--- src/rtl/ordered_list_insert_delete_search_macros.svh ---
// Assertion macros for the ordered list block.
`ifndef ORDERED_LIST_INSERT_DELETE_SEARCH_MACROS_SVH
`define ORDERED_LIST_INSERT_DELETE_SEARCH_MACROS_SVH

`ifndef SYNTH
`define OLIST_ASSERT(lbl, prop) \
  lbl: assert property (@(posedge clk_i) disable iff (!rst_ni) (prop)) \
    else $error("olist assertion failed");
`define OLIST_ASSERT_NEXT(lbl, ante, cons) \
  lbl: assert property (@(posedge clk_i) disable iff (!rst_ni) (ante) |=> (cons)) \
    else $error("olist assertion failed");
`else
`define OLIST_ASSERT(lbl, prop)
`define OLIST_ASSERT_NEXT(lbl, ante, cons)
`endif

`endif

--- src/rtl/olist_pkg.sv ---
// Shared constants and types of the ordered list block.
package olist_pkg;

  localparam int CAPACITY = 16;
  localparam int IDX_W    = $clog2(CAPACITY);
  localparam int CNT_W    = 5;
  localparam int POS_W    = 5;
  localparam int DATA_W   = 32;

  localparam logic [1:0] FUNC_INSERT = 2'd0;
  localparam logic [1:0] FUNC_DELETE = 2'd1;
  localparam logic [1:0] FUNC_SEARCH = 2'd2;

  localparam logic [1:0] ST_OK       = 2'd0;
  localparam logic [1:0] ST_FULL     = 2'd1;
  localparam logic [1:0] ST_RANGE    = 2'd2;
  localparam logic [1:0] ST_NOTFOUND = 2'd3;

  // Command broadcast to every cell during the execute cycle.
  typedef struct packed {
    logic              act;
    logic              ins;
    logic              del;
    logic [POS_W-1:0]  pos;
    logic [DATA_W-1:0] value;
    logic [CNT_W-1:0]  cnt;
  } cell_cmd_t;

endpackage

--- src/rtl/olist_cell.sv ---
// One list cell: holds an entry, shifts with its neighbors, compares for search.
module olist_cell import olist_pkg::*; (
  input  logic              clk_i,
  input  logic              rst_ni,
  input  logic [IDX_W-1:0]  cell_idx_i,
  input  cell_cmd_t         cmd_i,
  input  logic [DATA_W-1:0] prev_entry_i,
  input  logic [DATA_W-1:0] next_entry_i,
  output logic [DATA_W-1:0] entry_o,
  output logic              match_o
);

  logic [DATA_W-1:0] entry_q, entry_d;
  logic              match_q, match_d;
  logic [POS_W-1:0]  idx_ext;

  assign idx_ext = POS_W'(cell_idx_i);

  always_comb begin
    entry_d = entry_q;
    if (cmd_i.ins) begin
      if (idx_ext > cmd_i.pos) begin
        entry_d = prev_entry_i;
      end else if (idx_ext == cmd_i.pos) begin
        entry_d = cmd_i.value;
      end
    end else if (cmd_i.del && (idx_ext >= cmd_i.pos)) begin
      entry_d = next_entry_i;
    end
  end

  // only cells below the fill count take part in a search
  assign match_d = (entry_q == cmd_i.value) && (CNT_W'(cell_idx_i) < cmd_i.cnt);

  always_ff @(posedge clk_i) begin
    entry_q <= entry_d;
  end

  always_ff @(posedge clk_i or negedge rst_ni) begin
    if (!rst_ni) begin
      match_q <= 1'b0;
    end else if (cmd_i.act) begin
      match_q <= match_d;
    end
  end

  assign entry_o = entry_q;
  assign match_o = match_q;

endmodule

--- src/rtl/ordered_list_insert_delete_search.sv ---
// Ordered list of up to 16 signed 32-bit values kept in a chain of cells.
// Items go through capture, cell execute and match encode, then the output register;
// a new item is accepted only once the last has left the encode stage;
// the execute cycle shifts or compares all cells at once.
// Reset: list count clears to zero, all stages empty; cell entries are not reset.
`include "ordered_list_insert_delete_search_macros.svh"

module ordered_list_insert_delete_search import olist_pkg::*; (
  input  logic               clk_i,
  input  logic               rst_ni,
  input  logic               in_valid_i,
  output logic               in_stall_o,
  input  logic [1:0]         func_i,
  input  logic [POS_W-1:0]   position_i,
  input  logic signed [31:0] item_value_i,
  output logic               out_valid_o,
  input  logic               out_stall_i,
  output logic [1:0]         status_o,
  output logic [3:0]         found_position_o,
  output logic [CNT_W-1:0]   entry_count_o
);

  // capture stage
  logic              op_vld_q;
  logic [1:0]        func_q;
  logic [POS_W-1:0]  pos_q;
  logic [DATA_W-1:0] val_q;
  logic [CNT_W-1:0]  count_q, count_d;

  // encode stage
  logic              enc_vld_q;
  logic              enc_srch_q;
  logic [1:0]        enc_status_q, enc_status_d;
  logic [CNT_W-1:0]  enc_count_q;

  // output register
  logic              out_vld_q;
  logic [1:0]        out_status_q;
  logic [3:0]        out_found_q;
  logic [CNT_W-1:0]  out_count_q;

  logic              in_acc;
  logic              enc_move;
  logic              ins_range, is_full, ins_ok, del_ok;
  cell_cmd_t         cmd;
  logic [DATA_W-1:0] entries [CAPACITY];
  logic [CAPACITY-1:0] match;
  logic              hit;
  logic [IDX_W-1:0]  first_idx;
  logic [1:0]        fin_status;
  logic [3:0]        fin_found;

  assign in_stall_o = op_vld_q | enc_vld_q;
  assign in_acc     = in_valid_i & ~in_stall_o;
  assign enc_move   = enc_vld_q & (~out_vld_q | ~out_stall_i);

  // execute-cycle decisions on the count before the update
  assign ins_range = pos_q > POS_W'(count_q);
  assign is_full   = count_q == CNT_W'(CAPACITY);
  assign ins_ok    = op_vld_q && (func_q == FUNC_INSERT) && !ins_range && !is_full;
  assign del_ok    = op_vld_q && (func_q == FUNC_DELETE) && (pos_q < POS_W'(count_q));

  always_comb begin
    count_d = count_q;
    if (ins_ok) begin
      count_d = count_q + CNT_W'(1);
    end else if (del_ok) begin
      count_d = count_q - CNT_W'(1);
    end
  end

  always_comb begin
    case (func_q)
      FUNC_INSERT: enc_status_d = ins_range ? ST_RANGE : (is_full ? ST_FULL : ST_OK);
      FUNC_DELETE: enc_status_d = del_ok ? ST_OK : ST_RANGE;
      FUNC_SEARCH: enc_status_d = ST_OK;
      default:     enc_status_d = ST_RANGE;
    endcase
  end

  assign cmd.act   = op_vld_q;
  assign cmd.ins   = ins_ok;
  assign cmd.del   = del_ok;
  assign cmd.pos   = pos_q;
  assign cmd.value = val_q;
  assign cmd.cnt   = count_q;

  for (genvar gi = 0; gi < CAPACITY; gi++) begin : g_cell
    logic [DATA_W-1:0] prev_e, next_e;
    if (gi == 0) begin : g_first
      assign prev_e = val_q;
    end else begin : g_prev
      assign prev_e = entries[gi-1];
    end
    if (gi == CAPACITY - 1) begin : g_last
      assign next_e = entries[gi];
    end else begin : g_next
      assign next_e = entries[gi+1];
    end
    olist_cell u_cell (
      .clk_i        (clk_i),
      .rst_ni       (rst_ni),
      .cell_idx_i   (IDX_W'(gi)),
      .cmd_i        (cmd),
      .prev_entry_i (prev_e),
      .next_entry_i (next_e),
      .entry_o      (entries[gi]),
      .match_o      (match[gi])
    );
  end

  // lowest matching cell wins
  always_comb begin
    first_idx = '0;
    for (int i = CAPACITY - 1; i >= 0; i--) begin
      if (match[i]) begin
        first_idx = IDX_W'(i);
      end
    end
  end

  assign hit        = |match;
  assign fin_status = enc_srch_q ? (hit ? ST_OK : ST_NOTFOUND) : enc_status_q;
  assign fin_found  = (enc_srch_q && hit) ? 4'(first_idx) : 4'd0;

  always_ff @(posedge clk_i or negedge rst_ni) begin
    if (!rst_ni) begin
      op_vld_q  <= 1'b0;
      enc_vld_q <= 1'b0;
      out_vld_q <= 1'b0;
      count_q   <= '0;
    end else begin
      count_q <= count_d;
      if (in_acc) begin
        op_vld_q <= 1'b1;
      end else if (op_vld_q) begin
        op_vld_q <= 1'b0;
      end
      if (op_vld_q) begin
        enc_vld_q <= 1'b1;
      end else if (enc_move) begin
        enc_vld_q <= 1'b0;
      end
      if (enc_move) begin
        out_vld_q <= 1'b1;
      end else if (!out_stall_i) begin
        out_vld_q <= 1'b0;
      end
    end
  end

  always_ff @(posedge clk_i) begin
    if (in_acc) begin
      func_q <= func_i;
      pos_q  <= position_i;
      val_q  <= item_value_i;
    end
    if (op_vld_q) begin
      enc_srch_q   <= func_q == FUNC_SEARCH;
      enc_status_q <= enc_status_d;
      enc_count_q  <= count_d;
    end
    if (enc_move) begin
      out_status_q <= fin_status;
      out_found_q  <= fin_found;
      out_count_q  <= enc_count_q;
    end
  end

  assign out_valid_o      = out_vld_q;
  assign status_o         = out_status_q;
  assign found_position_o = out_found_q;
  assign entry_count_o    = out_count_q;

  `OLIST_ASSERT(a_count_bound, count_q <= CNT_W'(CAPACITY))
  `OLIST_ASSERT(a_one_in_flight, !(op_vld_q && enc_vld_q))
  `OLIST_ASSERT_NEXT(a_count_only_on_exec, !op_vld_q, $stable(count_q))
  `OLIST_ASSERT(a_found_means_ok, !(out_vld_q && (out_found_q != 4'd0)) || (out_status_q == ST_OK))

endmodule

--- config.mk ---
export PLATFORM = sky130hd
export DESIGN_NAME = ordered_list_insert_delete_search
export DESIGN_NICKNAME = d
export VERILOG_FILES = /design/src/rtl/olist_pkg.sv /design/src/rtl/olist_cell.sv /design/src/rtl/ordered_list_insert_delete_search.sv
export VERILOG_INCLUDE_DIRS = /design/src /design/src/rtl
export SDC_FILE = /design/constraint.sdc
export NUM_CORES = 2
export LEC_CHECK = 0
export ABC_AREA = 0
export BUFFER_PORTS_ARGS = -buffer_cell sky130_fd_sc_hd__clkbuf_2
export CORE_ASPECT_RATIO = 1.75
export CORE_MARGIN = 4
export CORE_UTILIZATION = 30
export DETAILED_ROUTE_END_ITERATION = 8
export HOLD_SLACK_MARGIN = 0.06
export PLACE_DENSITY = 0.44
export SYNTH_ARGS = -nofsm -noshare
export SYNTH_HDL_FRONTEND = slang
export SYNTH_HIERARCHICAL = 1
export SYNTH_SLANG_ARGS = --single-unit
--- constraint.sdc ---
create_clock -name clk_i -period 12 [get_ports clk_i]
set_clock_uncertainty 0.15 [all_clocks]
set_input_delay 2.4 -clock clk_i [delete_from_list [all_inputs] [get_ports clk_i]]
set_output_delay 2.4 -clock clk_i [all_outputs]
set_load 0.005 [all_outputs]
=== Word level (Yosys, flattened, before mapping) ===
Cells that the tools add are included.

* Logic and storage cells: 326
* Flip-flop bits (word level): 594
* Output and inout bits: 13

* $add $sub $neg: 2
* Bitwise operators: 8
* Multiplexer cells: 90
* Order comparisons: 49
* Eq/ne operators: 50
* Reductions and logical operators: 79

{| class="wikitable"
|+ Operator list
! kind !! count
|-
| 2-to-1 mux 32 bit || 62
|-
| equality test 32 bit || 16
|-
| inequality test 3 x 1 -> 1 bit, second input constant || 15
|-
| equality test 4 x 5 -> 1 bit, first input constant || 8
|-
| greater-than comparator 4 x 5 -> 1 bit, first input constant || 8
|-
| < comparator 4 x 5 -> 1 bit, first input constant || 8
|-
| logical AND 1 bit || 37
|-
| greater-or-equal comparator 4 x 5 -> 1 bit, first input constant || 7
|-
| nonzero test 2 bit || 17
|-
| 2-to-1 mux 4 bit || 8
|-
| AND reduction 2 bit || 16
|-
| equality test 3 x 5 -> 1 bit, first input constant || 4
|-
| greater-or-equal comparator 3 x 5 -> 1 bit, first input constant || 4
|-
| greater-than comparator 3 x 5 -> 1 bit, first input constant || 4
|-
| < comparator 3 x 5 -> 1 bit, first input constant || 4
|-
| OR reduction 16 bit || 1
|-
| 2-to-1 mux 2 bit || 6
|-
| 2-to-1 mux 3 bit || 4
|-
| equality test 2 x 5 -> 1 bit, first input constant || 2
|-
| greater-or-equal comparator 1 x 5 -> 1 bit, first input constant || 2
|-
| greater-or-equal comparator 2 x 5 -> 1 bit, first input constant || 2
|-
| greater-than comparator 1 x 5 -> 1 bit, first input constant || 2
|-
| greater-than comparator 2 x 5 -> 1 bit, first input constant || 2
|-
| < comparator 1 x 5 -> 1 bit, first input constant || 2
|-
| other kinds (23) || 37
|}

=== Depth between registers and ports, before layout ===
* Depth in word-level cells: 15
* Depth in mapped cells: 10
* Mapped depth without buffers: 8

=== Cells and area by module ===
The synthesis kept the hierarchy.

{| class="wikitable"
|+ Modules (own cells, without submodules)
! module !! times used !! seq. area each (um^2) !! area each (um^2) !! cells each
|-
| olist_cell at g_cell[15].u_cell ... || 10 || 985.9 || 2245.9 || 215
|-
| olist_cell at g_cell[0].u_cell ... || 5 || 985.9 || 2243.4 || 215
|-
| ordered_list_insert_delete_search || 1 || 1941.9 || 2561.2 || 161
|-
| olist_cell at g_cell[14].u_cell || 1 || 985.9 || 2245.9 || 216
|}

=== Least setup slack after synthesis ===
No wires, ideal clock.

* Path kind: register -> register
* Start point: register count_q[4]
* End point: register g_cell[0].u_cell.entry_q[0], enable pin
* Path slack: 6788 ps
* Cell stages (with the launch flop): 10
* Data arrival time: 4630 ps
* Clock period less this slack: 5212 ps
* Library setup time: 432 ps
* Path buffers: 1
* Cells stage by stage: dfrtp_1 -> inv_1 -> ha_1 -> and3_4 -> a32oi_1 -> a2bb2oi_2 -> nor2_1 -> clkbuf_1 -> nor2_1 -> a21oi_1

* Word-level cells in the longest chain between the ends: 6
* Elaborated cells on any way between the ends: 12

{| class="wikitable"
|+ Ends and longest elaborated chain
! what !! RTL line !! source
|-
| start, declared || ordered_list_insert_delete_search.sv:28 || <nowiki>logic [CNT_W-1:0] count_q, count_d;</nowiki>
|-
| start signal, assigned || ordered_list_insert_delete_search.sv:133 || <nowiki>count_q <= count_d;</nowiki>
|-
| greater-than comparator 5 bit || ordered_list_insert_delete_search.sv:58 || <nowiki>assign ins_range = pos_q > POS_W'(count_q);</nowiki>
|-
| logical NOT 1 bit || ordered_list_insert_delete_search.sv:60 || <nowiki>assign ins_ok = op_vld_q && (func_q == FUNC_INSERT) && !ins_range && !is_full;</nowiki>
|-
| logical AND 1 bit || ordered_list_insert_delete_search.sv:60 ||
|-
| logical AND 1 bit (*) || ordered_list_insert_delete_search.sv:60 ||
|-
| named net ins_ok || ordered_list_insert_delete_search.sv:44 || <nowiki>logic ins_range, is_full, ins_ok, del_ok;</nowiki>
|-
| inequality test 3 x 1 -> 1 bit (no line) / nonzero test 2 bit (equally long branches) || n/a ||
|-
| AND reduction 2 bit (no line) (*) || n/a ||
|-
| end signal, assigned || olist_cell.sv:36 || <nowiki>entry_q <= entry_d;</nowiki>
|-
| end, declared || olist_cell.sv:13 || <nowiki>logic [DATA_W-1:0] entry_q, entry_d;</nowiki>
|}

The timed path passes the listed nets; every way through them passes the cells marked *.
A chain may end at the register's enable or synchronous reset.

=== Final worst setup path ===
* Start point: register count_q[1]
* End point: register g_cell[10].u_cell.entry_q[12], data pin

* Word-level cells in the longest chain between the ends: 5
* Elaborated cells on any way between the ends: 7

{| class="wikitable"
|+ Ends and longest elaborated chain
! what !! RTL line !! source
|-
| greater-than comparator 5 bit || ordered_list_insert_delete_search.sv:58 ||
|-
| logical NOT 1 bit || ordered_list_insert_delete_search.sv:60 ||
|-
| logical AND 1 bit || ordered_list_insert_delete_search.sv:60 ||
|-
| logical AND 1 bit (*) || ordered_list_insert_delete_search.sv:60 ||
|-
| named net ins_ok || ordered_list_insert_delete_search.sv:44 ||
|-
| 2-to-1 mux 32 bit (*) || olist_cell.sv:21 || <nowiki>if (cmd_i.ins) begin</nowiki>
|-
| named net g_cell[10].u_cell.entry_d[12] || olist_cell.sv:13 ||
|-
| end signal, assigned || olist_cell.sv:36 ||
|-
| end, declared || olist_cell.sv:13 ||
|}

Marked as above.

==> flow_summary.toml <==
[critical_path]
required_ns = 12.22
crit_type = "register to register"
cp_slowest_stage_delay_ns = 0.79
crit_path_cell_trace = "inv_1, ha_1, nor2b_2, o211ai_1, a2bb2oi_2, nor2_4, buf_12, buf_12, buf_4, a21oi_1"
slowest_stage = "dfrtp_1"
crit_top_cell = "buf_12"
end_kind = "register"
cp-start-kind = "register"
crit_buf_inv = 4
crit_family = "buffers and inverters"
cp.arrival_ns = 5.43
cp_max_fo = 268

[timing]
slew_headroom = 0.103
setup_tns_ns = 0
hold_viol_final = 0
slew_viol_final = 0
rsz0062_at_grt = "no"
finalCritPeriodShare = 0.434
hold_slack_ns = 0.268
worst_slack_ns = 6.79
fmax_mhz = 192
fin_crit_ns = 5.21
final-setup-viol-count = 0
tightest_slew_ns = 1.35

[yosys]
yosysUniqueCellTypes = 53
synthArstFlopShare = 0.0404
synth_edf_count = 570
yosysWarnings = 6
synthFlopType = "edfxtp_1"
synth.avg_cell_area_sq_um = 10.7
netlist_area_sq_mm = 0.0385
syn_inst = 3602
synth_seq_cells = 594
synth-seq-area-share = 0.460

[floorplanning]
die_h_microns = 482
die-area_sq_mm = 0.134
initial_utilization = 0.302
dieWidth_microns = 279
io_pins = 56
fp-row-count = 173
core_sq_mm = 0.127

[finish]
final_layout_size_suffix_gt1_frac = 0.0801
nFillCells = 13177
regArea_sq_mm = 0.0177
nets = 3929
multi_input_area_sq_mm = 0.0198
area.growth.synth_to_final_pct = 12.3

[cts]
cts_hold_buf = 0
clk_latency_ns = 0.65
htreeDepth = 3
clockBufferDepth = 3
tritoncts = "done"
root_buffer = "clkbuf_16"
numCtsBuffers = 66
cts.sinks = 594
ctsResizeCount = 0
path_clk_slew_ns = 0.06
post_cts_buffers = 0

[global_routing]
grt_pass1_vias = 26721
grt_max_degree = 269
grt-ovfl-total = 0
grt_pass1_wl_microns = 177000
antenna_found_initial = 3
gr-usage-all-layers = 0.173

[place]
io_buffers = 55
pre_cts_slack_ns = 7.05
dp_hpwl_microns = 87600
routabilityCongestion = 0.813

[power_and_ir_drop]
ir_drop_v = 0.000186
finalPower_mw = 6.27
p_per_area_mw_per_mm2 = 145
leakage_nw = 15.6

[drt]
wire_per_inst_microns = 21.7
drt_first_pass_iters = 4
vias = 26126
drc_errors = 0
drt_iter0_markers = 1178
vias_per_cell = 4.77
postRouteAntennaNets = 0
drt_wl_total_microns = 119000

[outcome]
outcome = "complete, no violations"

[min_path]
hp-class = "register to register"

[flow_run]
cap_violations = 0
## worst reg2reg max path, delay by kind of cell (launching register included)
family          cells  cell delay [ns]
fa+ha+maj           1             0.32
flops               1             0.79
simple gates        2             0.33
buf+inv             4             2.84
compound gates      3             0.52
## power breakdown
part           internal (mW)  switching (mW)
registers               2.43          0.0907
logic                  0.610            1.12
clock network           1.12           0.902
total                   4.16            2.11
## worst paths after layout
| check | startpoint | to | slack (ns) | cells after the start |
|---|---|---|---|---|
| worst max-delay path | count_q[1] | g_cell[10].u_cell/entry_o[12] | 6.79 | 10 |
| worst min-delay path | enc_count_q[0] | entry_count_o[0] | 0.27 | 0 |
| worst max register to register | count_q[1] | g_cell[10].u_cell/entry_o[12] | 6.79 | 10 |
| worst min register to register | enc_count_q[0] | entry_count_o[0] | 0.27 | 0 |
| max in group asynchronous | rst_ni | op_vld_q | 9.37 | 1 |
| min in group asynchronous | rst_ni | op_vld_q | 1.72 | 1 |
## cells in the final DEF (no fill, tap or decap), types with 32 or more instances in the layout
master,count
ha_1,119
clkbuf_16,69
a21oi_1,553
nand4_1,51
nor2_1,540
o21ai_0,32
xnor2_1,140
mux2i_1,512
buf_4,83
nor4_1,84
conb_1,118
edfxtp_1,570
clkbuf_2,55
inv_1,173
xor2_1,375
## Yosys cell counts (8+ instances only)
master | number | share of area
xor2_1 | 375 | 0.085
buf_6 | 48 | 0.014
nor4_1 | 85 | 0.014
ha_1 | 119 | 0.039
nor3_1 | 10 | 0.0013
nand4_1 | 51 | 0.0083
o22ai_2 | 10 | 0.0033
nand2_1 | 27 | 0.0026
a21boi_0 | 17 | 0.0033
a21oi_1 | 569 | 0.074
a32oi_4 | 16 | 0.011
o21ai_0 | 32 | 0.0042
a2111oi_1 | 10 | 0.0026
xnor2_1 | 140 | 0.032
inv_1 | 173 | 0.017
nor2b_1 | 28 | 0.0046
o21ai_1 | 10 | 0.0013
o2111ai_1 | 10 | 0.0023
mux2i_1 | 512 | 0.13
or4_1 | 10 | 0.0020
and3b_2 | 16 | 0.0042
nand3_1 | 12 | 0.0016
clkbuf_1 | 112 | 0.011
nor2_1 | 542 | 0.053
nor3b_1 | 8 | 0.0016
dfrtp_1 | 24 | 0.016
or2_0 | 16 | 0.0026
edfxtp_1 | 570 | 0.44
## layout make-up
class | count | area share
Clock buffer | 83 | 0.0414
Sequential cell | 594 | 0.410
Inverter | 173 | 0.0150
Clock inverter | 27 | 0.00495
Antenna cell | 1 | 0.0000579
Tap cell | 1662 | 0.0481
Multi-Input combinational cell | 2791 | 0.458
Timing Repair Buffer | 141 | 0.0222
## kinds of logic after synthesis
group           count (synthesis)  share of synthesized area
fa+ha+maj                     119                     0.0387
compound gates                710                      0.111
xor+xnor                      515                      0.117
flops                         594                      0.460
buf+inv                       333                     0.0418
simple gates                  817                     0.0978
mux                           512                      0.133
other cells                     2                   0.000195
## per-stage QoR
stage	area (sq um)	util	instances
6_report	43200	0.339	5472
5_1_grt	43200	0.339	5472
4_1_cts	43200	0.339	5471
3_5_place_dp	41200	0.324	5361
3_3_place_gp	41200	0.324	5361
2_1_floorplan	38900	-	3718
## flip-flops by register name, indices dropped and copies added, names as in the netlist
name / cells
count_q: 5
enc_count_q: 5
enc_srch_q: 1
enc_status_q: 2
enc_vld_q: 1
entry_count_o: 5
found_position_o: 4
func_q: 2
g_cell.prev_e: 32
g_cell.u_cell/entry_o: 512
g_cell.u_cell/match_o: 16
op_vld_q: 1
out_valid_o: 1
pos_q: 5
status_o: 2
## routing by layer
metal	global-route usage	part of all wire	wire [microns]
met5	0	0	0
met4	0.0841	0.050	5970
met3	0.0161	0.018	2150
met2	0.345	0.56	66600
met1	0.180	0.37	43800
Power figures use the tool's default switching activity.
